File: config.mk
export PLATFORM = sky130hd
export DESIGN_NAME = quoted_argument_tokenizer_unit
export DESIGN_NICKNAME = d
export VERILOG_FILES = /design/src/rtl/qat_pkg.sv /design/src/rtl/quoted_argument_tokenizer_unit.sv /design/src/rtl/qat_result_fifo.sv
export SDC_FILE = /design/constraint.sdc
export NUM_CORES = 1
export LEC_CHECK = 0
export BUFFER_PORTS_ARGS = -buffer_cell sky130_fd_sc_hd__buf_2
export CAP_MARGIN = 20
export CORE_ASPECT_RATIO = 1.75
export CORE_MARGIN = 10
export CORE_UTILIZATION = 34
export DETAILED_ROUTE_END_ITERATION = 12
export PLACE_DENSITY = 0.55
export SKIP_CTS_REPAIR_TIMING = 1
export SYNTH_ARGS = -nofsm -noshare
export SYNTH_HDL_FRONTEND = slang
export SYNTH_SLANG_ARGS = --single-unit
File: constraint.sdc
create_clock -name clk -period 7.8 [get_ports clk]
set_clock_uncertainty 0.15 [all_clocks]
set_input_delay 0.78 -clock clk [delete_from_list [all_inputs] [get_ports clk]]
set_output_delay 0.78 -clock clk [all_outputs]
set_load 0.01 [all_outputs]
File: src/rtl/qat_pkg.sv
// Shared types, constants and per-byte tokenizer functions for the quoted argument tokenizer.
package qat_pkg;

  localparam int CFG_ADDR_W = 2;
  localparam logic [CFG_ADDR_W-1:0] ADDR_MAX_TOKENS = 2'd0;
  localparam logic [7:0] MAX_TOKENS_RESET = 8'd64;

  localparam int RQ_DEPTH = 4;
  localparam int RQ_AW = $clog2(RQ_DEPTH);
  localparam int RQ_CW = RQ_AW + 1;

  localparam logic [7:0] CH_SPACE = 8'h20;
  localparam logic [7:0] CH_TAB = 8'h09;
  localparam logic [7:0] CH_LF = 8'h0A;
  localparam logic [7:0] CH_CR = 8'h0D;
  localparam logic [7:0] CH_QUOTE = 8'h22;
  localparam logic [7:0] CH_BSLASH = 8'h5C;
  localparam logic [7:0] CH_LOW_R = 8'h72;
  localparam logic [7:0] CH_LOW_N = 8'h6E;
  localparam logic [7:0] CH_LOW_T = 8'h74;

  typedef enum logic [1:0] {
    MODE_IDLE = 2'd0,
    MODE_WORD = 2'd1,
    MODE_STR  = 2'd2,
    MODE_ESC  = 2'd3
  } scan_mode_t;

  typedef struct packed {
    logic [7:0] ch;
    logic       valid;
    logic       tend;
    logic [7:0] cnt;
    logic       ovf;
    logic       line_done;
    logic       last;
  } result_t;

  // Scanner state plus the results collected for the current item.
  typedef struct packed {
    scan_mode_t     mode;
    logic [7:0]     kept;
    logic           dropped;
    logic           cdrop;
    logic [1:0]     n;
    result_t [1:0]  ev;
  } work_t;

  function automatic logic is_ws(logic [7:0] c);
    return (c == CH_SPACE) || ((c >= CH_TAB) && (c <= CH_CR));
  endfunction

  function automatic work_t tk_append(work_t w, logic [7:0] c, logic v);
    work_t r;
    r = w;
    if (w.n != 2'd2) begin
      r.ev[w.n[0]].ch = v ? c : 8'h00;
      r.ev[w.n[0]].valid = v;
      r.ev[w.n[0]].tend = 1'b0;
      r.ev[w.n[0]].cnt = w.kept;
      r.ev[w.n[0]].ovf = w.dropped;
      r.ev[w.n[0]].line_done = 1'b0;
      r.ev[w.n[0]].last = 1'b0;
      r.n = w.n + 2'd1;
    end
    return r;
  endfunction

  function automatic work_t tk_start(work_t w, logic [7:0] max_tokens);
    work_t r;
    r = w;
    if (w.kept >= max_tokens) begin
      r.cdrop = 1'b1;
      r.dropped = 1'b1;
    end else begin
      r.cdrop = 1'b0;
    end
    return r;
  endfunction

  function automatic work_t tk_put(work_t w, logic [7:0] c);
    work_t r;
    r = w;
    if (!w.cdrop) begin
      r = tk_append(w, c, 1'b1);
    end
    return r;
  endfunction

  // With one or two results collected, n[1] selects the most recent one.
  function automatic work_t tk_end(work_t w);
    work_t r;
    r = w;
    if (!w.cdrop) begin
      r.kept = w.kept + 8'd1;
      if ((r.n == 2'd0) || r.ev[r.n[1]].tend) begin
        r = tk_append(r, 8'h00, 1'b0);
      end
      if (r.n != 2'd0) begin
        r.ev[r.n[1]].tend = 1'b1;
        r.ev[r.n[1]].cnt = r.kept;
      end
    end
    r.cdrop = 1'b0;
    r.mode = MODE_IDLE;
    return r;
  endfunction

  function automatic work_t tk_in_string(work_t w, logic [7:0] c);
    work_t r;
    r = w;
    if (c == CH_QUOTE) begin
      r = tk_end(w);
    end else if (c == CH_BSLASH) begin
      r.mode = MODE_ESC;
    end else begin
      r = tk_put(w, c);
    end
    return r;
  endfunction

  function automatic work_t tk_escape(work_t w, logic [7:0] c);
    work_t r;
    r = w;
    r.mode = MODE_STR;
    case (c)
      CH_LOW_R: r = tk_put(r, CH_CR);
      CH_LOW_N: r = tk_put(r, CH_LF);
      CH_LOW_T: r = tk_put(r, CH_TAB);
      CH_QUOTE: r = tk_put(r, CH_QUOTE);
      default: begin
        r = tk_put(r, CH_BSLASH);
        r = tk_in_string(r, c);
      end
    endcase
    return r;
  endfunction

  // One byte through the scanner; the caller clears the result count first.
  function automatic work_t tk_step(work_t w, logic [7:0] c, logic eol,
                                    logic [7:0] max_tokens);
    work_t r;
    r = w;
    case (w.mode)
      MODE_IDLE: begin
        if (!is_ws(c)) begin
          r = tk_start(r, max_tokens);
          if (c == CH_QUOTE) begin
            r.mode = MODE_STR;
          end else begin
            r.mode = MODE_WORD;
            r = tk_put(r, c);
          end
        end
      end
      MODE_WORD: begin
        if (is_ws(c)) begin
          r = tk_end(r);
        end else begin
          r = tk_put(r, c);
        end
      end
      MODE_STR: r = tk_in_string(r, c);
      default: r = tk_escape(r, c);
    endcase
    if (eol) begin
      if (r.mode != MODE_IDLE) begin
        if (r.mode == MODE_ESC) begin
          r = tk_put(r, CH_BSLASH);
        end
        r = tk_end(r);
      end
      if (r.n == 2'd0) begin
        r = tk_append(r, 8'h00, 1'b0);
      end
    end
    if (r.n != 2'd0) begin
      r.ev[r.n[1]].last = 1'b1;
      r.ev[r.n[1]].line_done = eol;
    end
    if (eol) begin
      r.mode = MODE_IDLE;
      r.kept = 8'd0;
      r.dropped = 1'b0;
      r.cdrop = 1'b0;
    end
    return r;
  endfunction

endpackage

File: src/rtl/quoted_argument_tokenizer_unit.sv
// Top level of the quoted argument tokenizer: scanner state, config register, result queue.
// Each accepted byte's results are written into the result queue and offered from its head.
// Input: one byte per cycle while in_stall is low; a byte that yields two results takes two
// output transfers, and the four-entry result queue stalls input when fewer than two are free.
// Reset (synchronous, rst_n low): scanner returns to between tokens, counts and flags
// clear, the queue empties and max_tokens returns to 64.
module quoted_argument_tokenizer_unit
  import qat_pkg::*;
(
  input  logic                  clk,
  input  logic                  rst_n,
  input  logic                  in_valid,
  output logic                  in_stall,
  input  logic [7:0]            in_byte,
  input  logic                  in_end_of_line,
  output logic                  out_valid,
  input  logic                  out_stall,
  output logic [7:0]            out_char,
  output logic                  out_char_valid,
  output logic                  out_token_end,
  output logic [7:0]            out_token_count,
  output logic                  out_overflow,
  output logic                  out_line_done,
  output logic                  out_last_in_run,
  input  logic                  psel,
  input  logic                  penable,
  input  logic                  pwrite,
  input  logic [CFG_ADDR_W-1:0] paddr,
  input  logic [31:0]           pwdata,
  output logic [31:0]           prdata,
  output logic                  pready
);

  scan_mode_t mode_r, mode_nxt;
  logic [7:0] kept_r, kept_nxt;
  logic       dropped_r, dropped_nxt;
  logic       cdrop_r, cdrop_nxt;
  logic [7:0] max_tokens_r;

  work_t            w;
  logic             in_accept;
  logic [1:0]       push_n;
  result_t          head;
  logic [RQ_CW-1:0] count;

  assign pready = 1'b1;
  assign prdata = (paddr == ADDR_MAX_TOKENS) ? {24'd0, max_tokens_r} : 32'd0;

  always_ff @(posedge clk) begin
    if (!rst_n) begin
      max_tokens_r <= MAX_TOKENS_RESET;
    end else if (psel && penable && pwrite && (paddr == ADDR_MAX_TOKENS)) begin
      max_tokens_r <= pwdata[7:0];
    end
  end

  // Hold off input unless the queue has room for the two results a byte can make.
  assign in_stall = (count > RQ_CW'(RQ_DEPTH - 2));
  assign in_accept = in_valid && !in_stall;

  always_comb begin
    w = '0;
    w.mode = mode_r;
    w.kept = kept_r;
    w.dropped = dropped_r;
    w.cdrop = cdrop_r;
    w = tk_step(w, in_byte, in_end_of_line, max_tokens_r);

    mode_nxt = mode_r;
    kept_nxt = kept_r;
    dropped_nxt = dropped_r;
    cdrop_nxt = cdrop_r;
    push_n = 2'd0;
    if (in_accept) begin
      mode_nxt = w.mode;
      kept_nxt = w.kept;
      dropped_nxt = w.dropped;
      cdrop_nxt = w.cdrop;
      push_n = w.n;
    end
  end

  always_ff @(posedge clk) begin
    if (!rst_n) begin
      mode_r <= MODE_IDLE;
      kept_r <= 8'd0;
      dropped_r <= 1'b0;
      cdrop_r <= 1'b0;
    end else begin
      mode_r <= mode_nxt;
      kept_r <= kept_nxt;
      dropped_r <= dropped_nxt;
      cdrop_r <= cdrop_nxt;
    end
  end

  qat_result_fifo u_result_fifo (
    .clk       (clk),
    .rst_n     (rst_n),
    .push_n    (push_n),
    .push_data (w.ev),
    .pop       (out_valid && !out_stall),
    .head      (head),
    .count     (count)
  );

  assign out_valid = (count != '0);
  assign out_char = head.ch;
  assign out_char_valid = head.valid;
  assign out_token_end = head.tend;
  assign out_token_count = head.cnt;
  assign out_overflow = head.ovf;
  assign out_line_done = head.line_done;
  assign out_last_in_run = head.last;

endmodule

File: src/rtl/qat_result_fifo.sv
// Small result queue that takes up to two results per cycle and hands out one.
module qat_result_fifo
  import qat_pkg::*;
(
  input  logic               clk,
  input  logic               rst_n,
  input  logic [1:0]         push_n,
  input  result_t [1:0]      push_data,
  input  logic               pop,
  output result_t            head,
  output logic [RQ_CW-1:0]   count
);

  result_t mem_r [RQ_DEPTH];
  logic [RQ_AW-1:0] wr_ptr_r, wr_ptr_nxt;
  logic [RQ_AW-1:0] rd_ptr_r, rd_ptr_nxt;
  logic [RQ_CW-1:0] count_r, count_nxt;

  always_comb begin
    wr_ptr_nxt = wr_ptr_r + RQ_AW'(push_n);
    rd_ptr_nxt = rd_ptr_r + RQ_AW'(pop);
    count_nxt = count_r + RQ_CW'(push_n) - RQ_CW'(pop);
  end

  always_ff @(posedge clk) begin
    if (!rst_n) begin
      wr_ptr_r <= '0;
      rd_ptr_r <= '0;
      count_r <= '0;
    end else begin
      wr_ptr_r <= wr_ptr_nxt;
      rd_ptr_r <= rd_ptr_nxt;
      count_r <= count_nxt;
    end
  end

  always_ff @(posedge clk) begin
    if (push_n != 2'd0) begin
      mem_r[wr_ptr_r] <= push_data[0];
    end
    if (push_n == 2'd2) begin
      mem_r[wr_ptr_r + RQ_AW'(1)] <= push_data[1];
    end
  end

  assign head = mem_r[rd_ptr_r];
  assign count = count_r;

endmodule

Word-level counts from Yosys, hierarchy flattened
Memory sizes are Yosys's and may differ from the RTL's. A register that Yosys moved wholly into a read port is not among the register bits. Index checks and enable logic that the tools add are counted.

Word-level logic and storage cells: 257. RAM bits: 84. Output and inout port bits: 56. Register bits after elaboration: 27. Memories: 1.

Add/subtract/negate cells: 11. Muxes and demuxes: 171. Reductions and logical operators: 31. Equality and inequality tests: 14. Magnitude comparators: 21.

Memories: u_result_fifo.mem_r (depth 4, width 21, rd ports 1, clocked after memory_dff 1, write ports 2, line qat_result_fifo.sv:14) `result_t mem_r [RQ_DEPTH];`.

Operators with widths (number): 42-bit bitwise mux (36); 21-bit demux with 1-bit select (36); 54-bit two-way mux (13); 45-bit two-way mux (13); 56-bit two-way mux (8); 44-bit two-way mux (6); 56-bit one-hot mux with 4 select lines (1); 42-bit two-way mux (4); 56-bit one-hot mux with 3 select lines (1); 12-bit two-way mux (10); 21-bit two-way mux (4); 11-bit two-way mux (7); 13-bit two-way mux (4); 8-bit by 7-bit == test with 1-bit output (second input constant) (4); 2-bit two-way mux (10); 1-bit by 2-bit < comparator with 1-bit output (second input constant) (9); 8-bit by 1-bit adder with 8-bit output (second input constant) (2); 8-bit by 6-bit == test with 1-bit output (second input constant) (2); 1-bit logical AND (14); 1-bit two-way mux (13); 3-bit two-way mux (4); 2-bit nonzero test (6); 2-bit by 1-bit adder with 2-bit output (second input constant) (5); 1-bit greater-or-equal comparator (second input constant) (8); other kinds (18) (28).

Depth between registers and ports, before layout
Word-level depth: 83. Depth in mapped cells: 28. Mapped depth without buffers: 28.

Cells and area by module
Synthesis repeated with hierarchy kept, for this count alone.

Cells, all modules: 827. Area total of the unflattened synthesis: 8546.9 µm².

By module, submodules not included: qat_result_fifo (sequential area each 2662.6 µm², instances 1, cells an instance 243, area each 4653.2 µm²); quoted_argument_tokenizer_unit (sequential area each 400.4 µm², instances 1, cells an instance 584, area each 3893.7 µm²).

Worst setup path before layout
OpenSTA, ideal clock, no wires.

Path type: input port to flip-flop. Start: input in_byte[4]. End: memory u_result_fifo.mem_r[0][0] (netlist bit) (enable). Arrival time: 5.796 ns. Slack: 1.448 ns. Path buffers: 2. Stages on the path: 23. Cells stage by stage: buf_2 -> or4b_4 -> a2111o_1 -> buf_6 -> nand3_1 -> o21ai_1 -> nand2_1 -> ha_1 -> inv_1 -> nor2_1 -> a21o_1 -> inv_1 -> ha_1 -> a21o_1 -> a2bb2oi_1 -> nor2_1 -> inv_1 -> ha_1 -> nand2_1 -> o22ai_1 -> a21oi_1 -> or3_1 -> a21oi_1.

RTL lines: from (decl) (line quoted_argument_tokenizer_unit.sv:14) `input logic [7:0] in_byte,`; to (decl) (line qat_result_fifo.sv:14).

==> flow_summary.ini <==
[worst_setup_path]
crit-reg2reg-capture = u_result_fifo.mem_r[0][6]$_DFFE_PP_
r2r_slack_ns = 1.04
endpoint_kind = flop
critPathLaunchType = flop
crit_start = mode_r[1]$_SDFFE_PN0P_
r2r-start = mode_r[1]$_SDFFE_PN0P_
cp.arrival_ns = 6.71
critical_path.max_fanout = 20
crit_type = reg2reg
reg2reg_depth = 24
crit_required_ns = 7.75
endpoint = u_result_fifo.mem_r[0][6]$_DFFE_PP_

[finish]
antenna_cells = 0
multi_input_area_um2 = 5000
layout.nets = 1030
n_fill_cell = 2527
mostFrequentLayoutCells = nand2_1 (84), edfxtp_1 (84), o21ai_0 (72)
seqCellArea_um2 = 3060
final_util = 0.372
area.growth.synth_to_final_pct = 8.41
drive_gt1_frac = 0.169

[synthesis]
synth_edf_count = 84
synth_cells = 923
synth.yosys.seq_area_share = 0.355
synthArstFlopShare = 0
synth_area_per_cell_um2 = 9.35
synth_warnings = 0
synth_top_flop_cell = edfxtp_1
ys_types = 93
synth_area_leader_cell = edfxtp_1
syn_area_um2 = 8630
yosys_register_bits = 111
synthTopCellsByArea = edfxtp_1 (29%), dfxtp_1 (6.3%), mux4_2 (5.5%)
netlist.area_leader.share = 0.292

[sta]
slew_headroom = 0.268
tns_ns = 0
finalSetupViolations = 0
drv_slew = 0
clock.fmax_mhz = 148
post-route-period-util = 0.867
worst_slew_pin_slew_ns = 1.08
min_period_ns = 6.76
hold_viol = 0
rsz0062_at_grt = false

[place]
place_congestion = 0.937
numPortBuffers = 56
place_hpwl_mm = 20.4

[die]
initial_core_util = 0.343
die_x_um = 140
dieHeight_um = 231
dieArea_um2 = 32400
rows = 77
num_io_pins = 106
core_um2 = 25100

[clock_tree]
clkTransAtPathRegs_ns = 0.08
cts_max_level = 3
cts_root_buf = clkbuf_16
cts.sinks = 111
worstSkewPairLatency_ns = 0.38
clk_path_buf_depth = 2
cts_buffers = 9
cts_tree = done

[pwr]
max-vdd-ir-drop_mv = 0.0883
p_per_area_nw_per_um2 = 199
leakage_nw = 3.44

[grt]
grt_overflow = 0
grt_pass1_wl_mm = 41.0
grt_pass1_vias = 7210
grt_usage = 0.161
antenna_found_initial = 0
grt_max_degree = 51

[flow_run]
drv_cap = 0

[detailed_routing]
ant_nets = 0
drc = 0
vias = 7238
viasPerCell = 5.68
drt_iter0_markers = 530
drtPass1Iterations = 6
wl_per_cell_um = 20.8
wl_mm = 26.5

[worst_hold_path]
hold_class = reg2reg

[status]
status = finished, final reports clean
==> cell type report <==
cell class	count	area share
repair buffers	84	0.0524
well taps	316	0.0423
clock buffers	11	0.0249
clock inverters	4	0.00602
flip-flops and latches	111	0.328
multi-input cells	719	0.535
inverters	29	0.0116
==> state kept, by name, summed over array words and instances (netlist names) <==
register	cells
u_result_fifo.rd_ptr_r	2
cdrop_r	1
u_result_fifo.wr_ptr_r	2
u_result_fifo.mem_r	84
max_tokens_r	8
u_result_fifo.count	3
kept_r	8
mode_r	2
dropped_r	1
==> power breakdown <==
group	leakage, nW	total (mW)	switching, mW	internal (mW)
sequential	0.995	0.745	0.0238	0.721
clock	0.140	0.471	0.221	0.250
combinational	2.31	0.646	0.386	0.259
==> worst min path at each step <==
stage,from,end,slack (ns),cells after the start
finish,max_tokens_r[6]$_SDFFE_PN1P_,max_tokens_r[6]$_SDFFE_PN1P_,0.33,2
global route,max_tokens_r[6]$_SDFFE_PN1P_,max_tokens_r[6]$_SDFFE_PN1P_,0.37,2
CTS,max_tokens_r[6]$_SDFFE_PN1P_,max_tokens_r[6]$_SDFFE_PN1P_,0.33,2
detailed placement,max_tokens_r[6]$_SDFFE_PN1P_,max_tokens_r[6]$_SDFFE_PN1P_,0.31,2
global placement,max_tokens_r[6]$_SDFFE_PN1P_,max_tokens_r[6]$_SDFFE_PN1P_,0.31,2
floorplan,max_tokens_r[6]$_SDFFE_PN1P_,max_tokens_r[6]$_SDFFE_PN1P_,0.29,2
==> stage by stage <==
stage	cells	hold WS, ns	worst slack, ns	total power [mW]	cell area, um^2
final	1274	0.332	1.04	1.86	9350
after global routing	1274	0.373	0.481	1.96	9350
after CTS	1274	0.335	1.09	1.89	9350
after detailed placement	1259	0.314	0.801	1.41	9060
after global placement	1259	0.310	0.882	1.40	9060
after floorplan	946	0.295	1.45	1.22	8710
==> worst max-delay path, cell delays in order, from the launching register on <==
cell	delay, ns
dfxtp_1	0.68
nor3b_1	0.66
a31oi_1	0.27
o211a_1	0.19
o21ai_1	0.32
nand2_1	0.22
ha_1	0.26
inv_1	0.09
nor2_1	0.08
a21o_1	0.21
inv_1	0.17
ha_1	0.28
a21o_1	0.14
a2bb2oi_1	0.12
nor2_1	0.26
inv_1	0.09
ha_1	0.24
or2b_1	0.30
a21oi_1	0.08
o21ai_1	0.46
o21ai_0	0.28
a21oi_1	0.18
o211ai_1	0.10
a31oi_1	0.46
mux2i_1	0.15
==> Yosys cell counts (27+ instances only) <==
cell type,number
edfxtp_1,84
nand2_1,84
nor2_1,73
o21ai_0,72
a21oi_1,55
mux2i_1,30
nor3_1,30
buf_4,29
clkbuf_1,27
dfxtp_1,27
==> cells by family (layout without fill, tap and decap cells) <==
family          count (synthesis)  after routing  synth area share
buf+inv                       116            128            0.0766
compound gates                263            263             0.205
fa+ha+maj                      26             26            0.0386
other cells                     2             25          0.000871
mux                            61             61             0.103
simple gates                  316            316             0.190
flops                         111            111             0.355
xor+xnor                       28             28            0.0315
==> per-layer routing <==
layer	vias to the layer above	global-route usage	part of all wire
met5	-	0	0
met4	0	0.114	0.066
met3	82	0.0257	0.045
met2	252	0.293	0.53
met1	3459	0.162	0.36
li1	3445	-	-
No activity file was read; power rests on OpenSTA's default activity.
